## src/rtl/sats_pkg.sv

```systemverilog
// Shared types and constants for the star and raw-string token scanner.
// No dependencies; imported by sats_step and the top level.
package sats_pkg;

  // Scan phases.
  localparam logic [3:0] PH_IDLE       = 4'd0;
  localparam logic [3:0] PH_WS         = 4'd1;
  localparam logic [3:0] PH_STAR_NEXT  = 4'd2;
  localparam logic [3:0] PH_HASHES     = 4'd3;
  localparam logic [3:0] PH_OPEN_Q     = 4'd4;
  localparam logic [3:0] PH_BODY       = 4'd5;
  localparam logic [3:0] PH_BLK_SPACES = 4'd6;
  localparam logic [3:0] PH_BLK_QUOTES = 4'd7;
  localparam logic [3:0] PH_BLK_HASHES = 4'd8;
  localparam logic [3:0] PH_SIMPLE     = 4'd9;
  localparam logic [3:0] PH_ESC_HASH   = 4'd10;
  localparam logic [3:0] PH_ESC_CHAR   = 4'd11;
  localparam logic [3:0] PH_CLOSE_HASH = 4'd12;

  // Token kinds.
  localparam logic [1:0] KIND_BINARY  = 2'd0;
  localparam logic [1:0] KIND_POSTFIX = 2'd1;
  localparam logic [1:0] KIND_STRING  = 2'd2;

  // Per-character actions.
  localparam logic [1:0] ACT_SKIPPED  = 2'd0;
  localparam logic [1:0] ACT_CONSUMED = 2'd1;
  localparam logic [1:0] ACT_NOT_CONS = 2'd2;
  localparam logic [1:0] ACT_IDLE     = 2'd3;

  // Mask bits.
  localparam int MASK_STRING = 2;

  // Characters of interest.
  localparam logic [7:0] CH_HASH  = 8'h23;
  localparam logic [7:0] CH_STAR  = 8'h2A;
  localparam logic [7:0] CH_LF    = 8'h0A;
  localparam logic [7:0] CH_SPACE = 8'h20;
  localparam logic [7:0] CH_BSL   = 8'h5C;
  localparam logic [7:0] CH_SQ    = 8'h27;
  localparam logic [7:0] CH_DQ    = 8'h22;

  // Scan control state that does not depend on the hash bound.
  typedef struct packed {
    logic [3:0] phase;
    logic [2:0] allowed;
    logic       saw_ws;
    logic [1:0] quote;
  } scan_ctl_t;

  // One result item; packs with action in the lowest bits.
  typedef struct packed {
    logic [1:0] kind;
    logic       acc;
    logic       done;
    logic [1:0] action;
  } scan_res_t;

  function automatic logic may_follow_binary(input logic [7:0] c);
    may_follow_binary = (c == 8'h5F) ||
                        (c >= 8'h61 && c <= 8'h7A) ||
                        (c >= 8'h41 && c <= 8'h5A) ||
                        (c == CH_DQ) ||
                        (c >= 8'h30 && c <= 8'h39) ||
                        (c == 8'h28) || (c == 8'h5B) || (c == 8'h7B);
  endfunction

endpackage

```

## src/rtl/sats_step.sv

```systemverilog
// Next-state and result logic for one character of the token scanner.
// Purely combinational; depends on sats_pkg.
module sats_step
  import sats_pkg::*;
#(
  parameter int MAX_HASHES = 255,
  localparam int HashW = $clog2(MAX_HASHES + 1)
) (
  input  logic             start_req,
  input  logic [2:0]       valid_mask,
  input  logic [7:0]       ch,
  input  logic             at_eof,
  input  scan_ctl_t        ctl_cur,
  input  logic [HashW-1:0] hash_target_cur,
  input  logic [HashW-1:0] hash_matched_cur,
  output scan_ctl_t        ctl_nxt,
  output logic [HashW-1:0] hash_target_nxt,
  output logic [HashW-1:0] hash_matched_nxt,
  output scan_res_t        res
);

  always_comb begin
    scan_ctl_t        e_ctl;
    logic [HashW-1:0] e_ht;
    logic [HashW-1:0] e_hm;
    logic [HashW-1:0] hm_inc;
    logic             hm_hit;
    logic             tgt_zero;
    logic             hash_full;
    logic [1:0]       q_inc;
    logic             is_ws;
    logic             fin;
    logic             fin_ok;
    logic [1:0]       fin_kind;
    logic             use_simple;
    logic             use_body;

    e_ctl = ctl_cur;
    e_ht  = hash_target_cur;
    e_hm  = hash_matched_cur;
    if (start_req) begin
      e_ctl.phase   = PH_WS;
      e_ctl.allowed = valid_mask;
      e_ctl.saw_ws  = 1'b0;
      e_ctl.quote   = 2'd0;
      e_ht          = '0;
      e_hm          = '0;
    end

    hm_inc    = e_hm + 1'b1;
    hm_hit    = hm_inc >= e_ht;
    tgt_zero  = e_ht == '0;
    hash_full = e_ht >= HashW'(MAX_HASHES);
    q_inc     = e_ctl.quote + 2'd1;
    is_ws     = (ch == CH_SPACE) || (ch == CH_LF);

    ctl_nxt          = e_ctl;
    hash_target_nxt  = e_ht;
    hash_matched_nxt = e_hm;
    res              = '{kind: KIND_BINARY, acc: 1'b0, done: 1'b0, action: ACT_IDLE};
    fin        = 1'b0;
    fin_ok     = 1'b0;
    fin_kind   = KIND_BINARY;
    use_simple = 1'b0;
    use_body   = 1'b0;

    if (e_ctl.phase != PH_IDLE && at_eof && e_ctl.phase != PH_STAR_NEXT) begin
      fin        = 1'b1;
      res.action = ACT_NOT_CONS;
    end else begin
      case (e_ctl.phase)
        PH_WS: begin
          if (is_ws) begin
            ctl_nxt.saw_ws = 1'b1;
            res.action     = ACT_SKIPPED;
          end else if (ch == CH_STAR && e_ctl.allowed[1:0] != 2'b00) begin
            ctl_nxt.phase = PH_STAR_NEXT;
            res.action    = ACT_CONSUMED;
          end else if (e_ctl.allowed[MASK_STRING] && ch == CH_HASH) begin
            if (hash_full) begin
              fin        = 1'b1;
              res.action = ACT_NOT_CONS;
            end else begin
              hash_target_nxt = e_ht + 1'b1;
              ctl_nxt.phase   = PH_HASHES;
              res.action      = ACT_CONSUMED;
            end
          end else if (e_ctl.allowed[MASK_STRING] && ch == CH_SQ) begin
            ctl_nxt.quote = 2'd1;
            ctl_nxt.phase = PH_OPEN_Q;
            res.action    = ACT_CONSUMED;
          end else if (e_ctl.allowed[MASK_STRING] && ch == CH_DQ) begin
            ctl_nxt.phase = PH_SIMPLE;
            res.action    = ACT_CONSUMED;
          end else begin
            fin        = 1'b1;
            res.action = ACT_NOT_CONS;
          end
        end
        PH_STAR_NEXT: begin
          // The character after the star only decides the class.
          fin        = 1'b1;
          fin_ok     = 1'b1;
          res.action = ACT_NOT_CONS;
          if (!at_eof && is_ws && e_ctl.saw_ws) begin
            fin_kind = KIND_BINARY;
          end else if (!at_eof && !e_ctl.saw_ws && may_follow_binary(ch)) begin
            fin_kind = KIND_BINARY;
          end else begin
            fin_kind = KIND_POSTFIX;
          end
        end
        PH_HASHES: begin
          if (ch == CH_HASH) begin
            if (hash_full) begin
              fin        = 1'b1;
              res.action = ACT_NOT_CONS;
            end else begin
              hash_target_nxt = e_ht + 1'b1;
              ctl_nxt.phase   = PH_HASHES;
              res.action      = ACT_CONSUMED;
            end
          end else if (ch == CH_SQ) begin
            ctl_nxt.quote = 2'd1;
            ctl_nxt.phase = PH_OPEN_Q;
            res.action    = ACT_CONSUMED;
          end else if (ch == CH_DQ) begin
            ctl_nxt.phase = PH_SIMPLE;
            res.action    = ACT_CONSUMED;
          end else begin
            fin        = 1'b1;
            res.action = ACT_NOT_CONS;
          end
        end
        PH_OPEN_Q: begin
          if (ch == CH_SQ) begin
            res.action    = ACT_CONSUMED;
            ctl_nxt.quote = q_inc;
            if (q_inc == 2'd3) begin
              ctl_nxt.quote = 2'd0;
              ctl_nxt.phase = PH_BODY;
            end
          end else begin
            fin        = 1'b1;
            res.action = ACT_NOT_CONS;
          end
        end
        PH_BODY: begin
          use_body = 1'b1;
        end
        PH_BLK_SPACES: begin
          if (ch == CH_SPACE) begin
            res.action = ACT_CONSUMED;
          end else if (ch == CH_SQ) begin
            ctl_nxt.quote = 2'd1;
            ctl_nxt.phase = PH_BLK_QUOTES;
            res.action    = ACT_CONSUMED;
          end else begin
            use_body = 1'b1;
          end
        end
        PH_BLK_QUOTES: begin
          if (ch == CH_SQ) begin
            res.action    = ACT_CONSUMED;
            ctl_nxt.quote = q_inc;
            if (q_inc == 2'd3) begin
              ctl_nxt.quote = 2'd0;
              if (tgt_zero) begin
                fin      = 1'b1;
                fin_ok   = 1'b1;
                fin_kind = KIND_STRING;
              end else begin
                hash_matched_nxt = '0;
                ctl_nxt.phase    = PH_BLK_HASHES;
              end
            end
          end else begin
            ctl_nxt.quote = 2'd0;
            use_body      = 1'b1;
          end
        end
        PH_BLK_HASHES: begin
          if (ch == CH_HASH) begin
            hash_matched_nxt = hm_inc;
            res.action       = ACT_CONSUMED;
            if (hm_hit) begin
              fin      = 1'b1;
              fin_ok   = 1'b1;
              fin_kind = KIND_STRING;
            end
          end else begin
            use_body = 1'b1;
          end
        end
        PH_SIMPLE: begin
          use_simple = 1'b1;
        end
        PH_ESC_HASH: begin
          if (ch == CH_HASH) begin
            hash_matched_nxt = hm_inc;
            res.action       = ACT_CONSUMED;
            if (hm_hit) begin
              ctl_nxt.phase = PH_ESC_CHAR;
            end
          end else begin
            use_simple = 1'b1;
          end
        end
        PH_ESC_CHAR: begin
          if (ch == CH_LF) begin
            fin        = 1'b1;
            res.action = ACT_NOT_CONS;
          end else begin
            ctl_nxt.phase = PH_SIMPLE;
            res.action    = ACT_CONSUMED;
          end
        end
        PH_CLOSE_HASH: begin
          if (ch == CH_HASH) begin
            hash_matched_nxt = hm_inc;
            res.action       = ACT_CONSUMED;
            if (hm_hit) begin
              fin      = 1'b1;
              fin_ok   = 1'b1;
              fin_kind = KIND_STRING;
            end
          end else begin
            use_simple = 1'b1;
          end
        end
        default: begin
          ctl_nxt.phase = PH_IDLE;
          res.action    = ACT_IDLE;
        end
      endcase
    end

    // Ordinary block-string text; a newline opens a possible closing line.
    if (use_body) begin
      ctl_nxt.phase = (ch == CH_LF) ? PH_BLK_SPACES : PH_BODY;
      res.action    = ACT_CONSUMED;
    end

    // Ordinary simple-string text, also reached when a closer or escape breaks off.
    if (use_simple) begin
      res.action = ACT_CONSUMED;
      if (ch == CH_BSL) begin
        hash_matched_nxt = '0;
        ctl_nxt.phase    = tgt_zero ? PH_ESC_CHAR : PH_ESC_HASH;
      end else if (ch == CH_DQ) begin
        if (tgt_zero) begin
          fin      = 1'b1;
          fin_ok   = 1'b1;
          fin_kind = KIND_STRING;
        end else begin
          hash_matched_nxt = '0;
          ctl_nxt.phase    = PH_CLOSE_HASH;
        end
      end else if (ch == CH_LF) begin
        fin        = 1'b1;
        res.action = ACT_NOT_CONS;
      end else begin
        ctl_nxt.phase = PH_SIMPLE;
      end
    end

    if (fin) begin
      ctl_nxt.phase = PH_IDLE;
      res.done      = 1'b1;
      res.acc       = fin_ok;
      res.kind      = fin_ok ? fin_kind : KIND_BINARY;
    end
  end

endmodule

```

## src/rtl/star_and_raw_string_token_scanner_top.sv

```systemverilog
// Throughput: one character per cycle unless the result channel stalls; the input
// register, the combinational scanner step and the result register form a two-stage pipeline.
// Reset (rst_n low, synchronous) empties both stages and returns the scanner
// to idle with all counters cleared.
// Top level of the star and raw-string token scanner; uses sats_pkg and sats_step.
module star_and_raw_string_token_scanner_top
  import sats_pkg::*;
#(
  parameter int MAX_HASHES = 255
) (
  input  logic        clk,
  input  logic        rst_n,
  // Input channel.
  input  logic        in_tvalid,
  output logic        in_tready,
  input  logic [15:0] in_tdata,   // [2:0] valid_mask, [10:3] ch, [15:11] zero
  input  logic [1:0]  in_tuser,   // [0] start_req, [1] at_eof
  // Result channel.
  output logic        out_tvalid,
  input  logic        out_tready,
  output logic [7:0]  out_tdata   // [1:0] action, [2] done_res, [3] accepted,
                                  // [5:4] token_kind, [7:6] zero
);

  localparam int HashW = $clog2(MAX_HASHES + 1);

  // Input register stage. Each accepted character is parked here and handed
  // to the scanner step together with the current state.
  logic       in_valid_r;
  logic       in_start_r;
  logic [2:0] in_mask_r;
  logic [7:0] in_ch_r;
  logic       in_eof_r;

  // Result register stage.
  logic      out_valid_r;
  scan_res_t out_res_r;

  // Scanner state.
  scan_ctl_t        ctl_r;
  logic [HashW-1:0] hash_target_r;
  logic [HashW-1:0] hash_matched_r;

  scan_ctl_t        ctl_nxt;
  logic [HashW-1:0] hash_target_nxt;
  logic [HashW-1:0] hash_matched_nxt;
  scan_res_t        res_nxt;

  logic out_free;
  logic advance;

  // The result register can take a new item when it is empty or its
  // contents leave in this cycle. The scanner state only moves on when the
  // character in the input register really passes into the result register.
  assign out_free  = !out_valid_r || out_tready;
  assign advance   = in_valid_r && out_free;
  assign in_tready = !in_valid_r || out_free;

  always_ff @(posedge clk) begin
    if (!rst_n) begin
      in_valid_r <= 1'b0;
    end else if (in_tready) begin
      in_valid_r <= in_tvalid;
    end
  end

  always_ff @(posedge clk) begin
    if (in_tvalid && in_tready) begin
      in_start_r <= in_tuser[0];
      in_eof_r   <= in_tuser[1];
      in_mask_r  <= in_tdata[2:0];
      in_ch_r    <= in_tdata[10:3];
    end
  end

  sats_step #(
    .MAX_HASHES (MAX_HASHES)
  ) u_step (
    .start_req        (in_start_r),
    .valid_mask       (in_mask_r),
    .ch               (in_ch_r),
    .at_eof           (in_eof_r),
    .ctl_cur          (ctl_r),
    .hash_target_cur  (hash_target_r),
    .hash_matched_cur (hash_matched_r),
    .ctl_nxt          (ctl_nxt),
    .hash_target_nxt  (hash_target_nxt),
    .hash_matched_nxt (hash_matched_nxt),
    .res              (res_nxt)
  );

  always_ff @(posedge clk) begin
    if (!rst_n) begin
      ctl_r          <= '{phase: PH_IDLE, allowed: 3'd0, saw_ws: 1'b0, quote: 2'd0};
      hash_target_r  <= '0;
      hash_matched_r <= '0;
    end else if (advance) begin
      ctl_r          <= ctl_nxt;
      hash_target_r  <= hash_target_nxt;
      hash_matched_r <= hash_matched_nxt;
    end
  end

  always_ff @(posedge clk) begin
    if (!rst_n) begin
      out_valid_r <= 1'b0;
    end else if (out_free) begin
      out_valid_r <= in_valid_r;
    end
  end

  always_ff @(posedge clk) begin
    if (advance) begin
      out_res_r <= res_nxt;
    end
  end

  assign out_tvalid = out_valid_r;
  assign out_tdata  = {2'b00, out_res_r};

`ifndef NO_ASSERTIONS
  // A decided scan always leaves the scanner idle.
  a_done_goes_idle: assert property (@(posedge clk) disable iff (!rst_n)
    advance && res_nxt.done |=> ctl_r.phase == PH_IDLE)
    else $error("scanner not idle after a decision");

  // The matched hash count never runs past the opening count.
  a_hash_bound: assert property (@(posedge clk) disable iff (!rst_n)
    hash_matched_r <= hash_target_r)
    else $error("matched hashes exceed the opening count");

  // A character held in the input register is not overwritten while stalled.
  a_in_hold: assert property (@(posedge clk) disable iff (!rst_n)
    in_valid_r && !out_free |=> in_valid_r && $stable(in_ch_r) && $stable(in_start_r))
    else $error("stalled input register overwritten");

  // A result transfer reports an accepted token only together with a decision.
  a_acc_done: assert property (@(posedge clk) disable iff (!rst_n)
    out_valid_r && out_res_r.acc |-> out_res_r.done)
    else $error("accepted without a decision");
`endif

endmodule

```

## config.mk

```make
export PLATFORM = sky130hd
export DESIGN_NAME = star_and_raw_string_token_scanner_top
export DESIGN_NICKNAME = d
export VERILOG_FILES = /design/src/rtl/sats_pkg.sv /design/src/rtl/sats_step.sv /design/src/rtl/star_and_raw_string_token_scanner_top.sv
export SDC_FILE = /design/constraint.sdc
export NUM_CORES = 1
export LEC_CHECK = 0
export ABC_CLOCK_PERIOD_IN_PS = 5600
export BUFFER_PORTS_ARGS = -buffer_cell sky130_fd_sc_hd__buf_2
export CORE_AREA = 2 2 123 125
export DETAILED_ROUTE_END_ITERATION = 6
export DIE_AREA = 0 0 125 127
export HOLD_SLACK_MARGIN = 0.08
export PLACE_DENSITY = 0.38
export SLEW_MARGIN = 20
export SYNTH_ARGS = -nofsm -noshare
export SYNTH_HDL_FRONTEND = slang
export SYNTH_SLANG_ARGS = --single-unit
```

## constraint.sdc

```tcl
create_clock -name clk -period 5.6 [get_ports clk]
set_input_delay 0.28 -clock clk [delete_from_list [all_inputs] [get_ports clk]]
set_output_delay 0.28 -clock clk [all_outputs]
set_load 0.005 [all_outputs]
```

==> results.txt <==
Excluding fillers, the count of instances in the completed layout stands at 646. The maximum level of the CTS H-tree was 2; the switching power total was 0.206 mW. The path class of the tightest hold or removal check is in -> reg. Buffers added to address setup during post-CTS repair amount to 0. The worst clock skew was 8.08 ps. The required time at the endpoint of the critical path came out at 5850 ps.

The average footprint of a synthesized cell was 8.06 µm². In this run the static leakage power is 1.45 nW. The total global routing track utilization is 0.142. Once placement completed, the tool counted placed cells totaling 638.

The area share of the largest cell type after synthesis works out to 0.155. Setup repair after global routing left no endpoint under its margin. The number of sinks driven by the clock tree came out at 47.

The count of nets left with antenna violations once routing finished came out at 0. Counting every instance in the synthesized netlist gives 457. Synthesis instantiated 80 different standard cells from the library.

Most instantiated flip-flop cell in the synthesis netlist: dfxtp_1. Initial DRC count: 242. During I/O placement, the number of pins put on the boundary was 32.

Setup slack closes at 1760 ps. The biggest cell delay along the critical path came out at 490 ps. Buffers placed on the I/O ports in this run total 24.

The cell type with the highest aggregate area in the netlist was edfxtp_1. After layout, the minimum clock period comes to 3840 ps. For the maximum achievable frequency, the log shows 261 MHz. Yosys attributes the largest share of cell area to edfxtp_1 (15%), dfxtp_1 (15%), nor2_1 (4.9%).

The area of the die was 0.0159 mm²; the count of antenna diodes in the layout was 0. The number of max-slew violations in the final report was 0; the standard cell core area was 0.0144 mm². The largest net degree at the start of global routing came out at 43. For the total power of the final layout, the log shows 0.856 mW.

The first detailed-routing pass ran for 5 iterations. The clock network power share came out at 0.464. The tools report the root buffer cell as clkbuf_16. The half-perimeter wire length after placement is 8290 µm, and the detailed-route vias per instance is 5.51. Prior to clock tree synthesis, the placed netlist has a worst setup slack of 1800 ps. The largest fanout on the critical path was 17; the count of endpoints failing hold in the final timing report was 0. After detailed routing, the number of remaining DRC violations is 0. The initial antenna violation count was 0. The critical setup path kind is reg -> reg.

Library cell with the highest instance count after synthesis: nor2_1. The final weighted congestion in routability-driven placement is 0.879, and the proportion of total power due to net switching is 0.241. The proportion of layout cells with a drive suffix above 1 works out to 0.128. The tools report the met3 usage as 0.0197. STA classifies the critical path startpoint as a flip-flop.

The met2 track utilization from global routing came out at 0.220. By count the netlist is led by nor2_1 (48), nand2_1 (42), a21oi_1 (30), dfxtp_1 (28), o21ai_0 (26). The total power density per cell area was 208 mW/mm²; the worst path arrival time was 4080 ps. Number of buffers inserted for hold repair after clock tree synthesis: 0. Across the run, the number of max-cap violations was 0. The count of flip-flops with a built-in enable after synthesis was 19. The relative max-transition margin is 0.319. The Yosys step of the flow raised 0 warnings. Met1 track demand over resource in global routing: 0.197.

The via count of the first global-routing pass is 3315, and the floorplan die height is 127 µm. The final clock period utilization by the worst path came out at 0.685. In this run, CTS created clock tree buffers numbering 5. The portion of total power attributed to sequential cells was 0.445. The worst setup path is captured at a flip-flop. Across the VDD grid, the largest voltage drop is 0.146 mV. The via count was 3560; the routed wirelength normalized by instance count was 17.6 µm. The global-route congestion overflow total is 0. The cell at the slowest stage of the critical path was inv_1. The first global-routing pass estimated 18100 µm of wire. In the final design database the tool counted 494 nets. The most used routing layer is met2. The run finished with clean final reports.

The clock transition at the registers of the reported paths came out at 70 ps. The floorplan has 44 rows. The internal portion of the total power is 0.650 mW.

The synthesis-to-layout area growth was 11.5%. The buffer depth of the longest clock path is 2. The sequential share of the synthesized area was 0.307; the starting density of the core was 0.255.

For the share of the core filled with cells in the final layout, the log shows 0.285. The share of synthesized flip-flops with an asynchronous set or reset came out at 0. The proportion of power drawn by combinational gates was 0.092; the post-synthesis register bit count was 47. Setup violations remaining at the end of the flow were counted as 0. For the pin with the worst max-slew slack, the measured transition is 1020 ps.

The tools report the synthesized area as 0.00368 mm². At the later pin of the worst-skew pair, clock insertion delay measures 300 ps. The critical path goes through inv_1 > nand2_1 > inv_1 > ha_1 > and3_1 > nand3_1 > xor2_1 > nor2_1 > ha_1 > o21a_1 > a21oi_1 > o31ai_1 > a21oi_1 > nand2_1 > o41ai_1 > o41a_1.

The number of buffers and inverters on the critical path came out at 2. Setup total negative slack: 0 ps. For the sum of routed wire length over all layers, the log shows 11400 µm. The dominant delay contributor by cell family on the critical path was compound AO/OA/AOI/OAI gates.

TritonCTS built the clock tree. After clock tree synthesis, the repair step resized 0 gates. From left edge to right edge, the die measures 125 µm.
==> final cells by class <==
cell class              count  area, µm²
fillers                  1577      10300
multi-input cells         370       2380
flip-flops and latches     47       1130
well taps                 184        230
repair buffers             26        135
clock buffers               5        125
clock inverters             3       67.6
inverters                  11       41.3
==> per-stage QoR <==
step / hold WS (ps) / cell area, µm²
after detailed placement: 449 / 3920
after global placement: 440 / 3920
final: 152 / 4110
after global routing: 138 / 4110
after CTS: 141 / 4110
after floorplan: 379 / 3690
==> cell families after synthesis <==
family	synth area share
XOR/XNOR	0.0238
AO/OA/AOI/OAI	0.282
other	0.00102
flip-flops	0.307
buffers and inverters	0.0486
multiplexers	0.00985
adder cells (fa/ha/maj)	0.0374
AND/OR/NAND/NOR	0.290
==> state kept, by name, summed over array words and instances, names as in the netlist <==
name / cells
hash_target_r: 8
in_valid_r: 1
hash_matched_r: 8
ctl_r: 10
out_tvalid: 1
in_start_r: 1
in_eof_r: 1
in_mask_r: 3
out_tdata: 6
in_ch_r: 8
==> power by group through the flow <==
stage	clock network (mW)	registers (mW)	logic, mW
after floorplan	0	0.379	0.0610
after global placement	0	0.388	0.0783
after CTS	0.410	0.380	0.0782
after global routing	0.424	0.383	0.0864
final	0.397	0.381	0.0784
after detailed placement	0	0.388	0.0779
==> cell usage in the layout, fill, tap and decap left out, types with 6 or more instances in the layout <==
| cell type | netlist | final |
|---|---|---|
| a211oi_1 | 6 | 6 |
| a21oi_1 | 30 | 30 |
| a22o_1 | 9 | 9 |
| a31oi_1 | 6 | 6 |
| and2_1 | 8 | 8 |
| buf_2 | 8 | 24 |
| dfxtp_1 | 28 | 28 |
| edfxtp_1 | 19 | 19 |
| ha_1 | 11 | 11 |
| inv_1 | 11 | 11 |
| nand2_1 | 42 | 42 |
| nand2b_1 | 7 | 7 |
| nand3_1 | 18 | 18 |
| nand4_1 | 12 | 12 |
| nor2_1 | 48 | 48 |
| nor2b_1 | 13 | 13 |
| nor3_1 | 10 | 10 |
| o21a_1 | 6 | 6 |
| o21ai_0 | 26 | 26 |
| or2_2 | 7 | 7 |
| xnor2_1 | 6 | 6 |
==> metal layers <==
layer	share of wire	vias to the layer above
li1	-	1730
met1	0.47	1691
met2	0.45	119
met3	0.050	20
met4	0.028	0
met5	0	-
==> worst paths after layout <==
| kind | to | from | slack [ps] | depth (start not counted) |
|---|---|---|---|---|
| max reg2reg | ctl_r[8]$_SDFFE_PN0P_ | in_start_r$_DFFE_PP_ | 1760 | 16 |
| min reg2reg | ctl_r[2]$_SDFFE_PN0P_ | ctl_r[2]$_SDFFE_PN0P_ | 450 | 2 |
| min | in_ch_r[0]$_DFFE_PP_ | in_tdata[3] | 150 | 1 |
| max | ctl_r[8]$_SDFFE_PN0P_ | in_start_r$_DFFE_PP_ | 1760 | 16 |
Power figures use the tool's default switching activity.
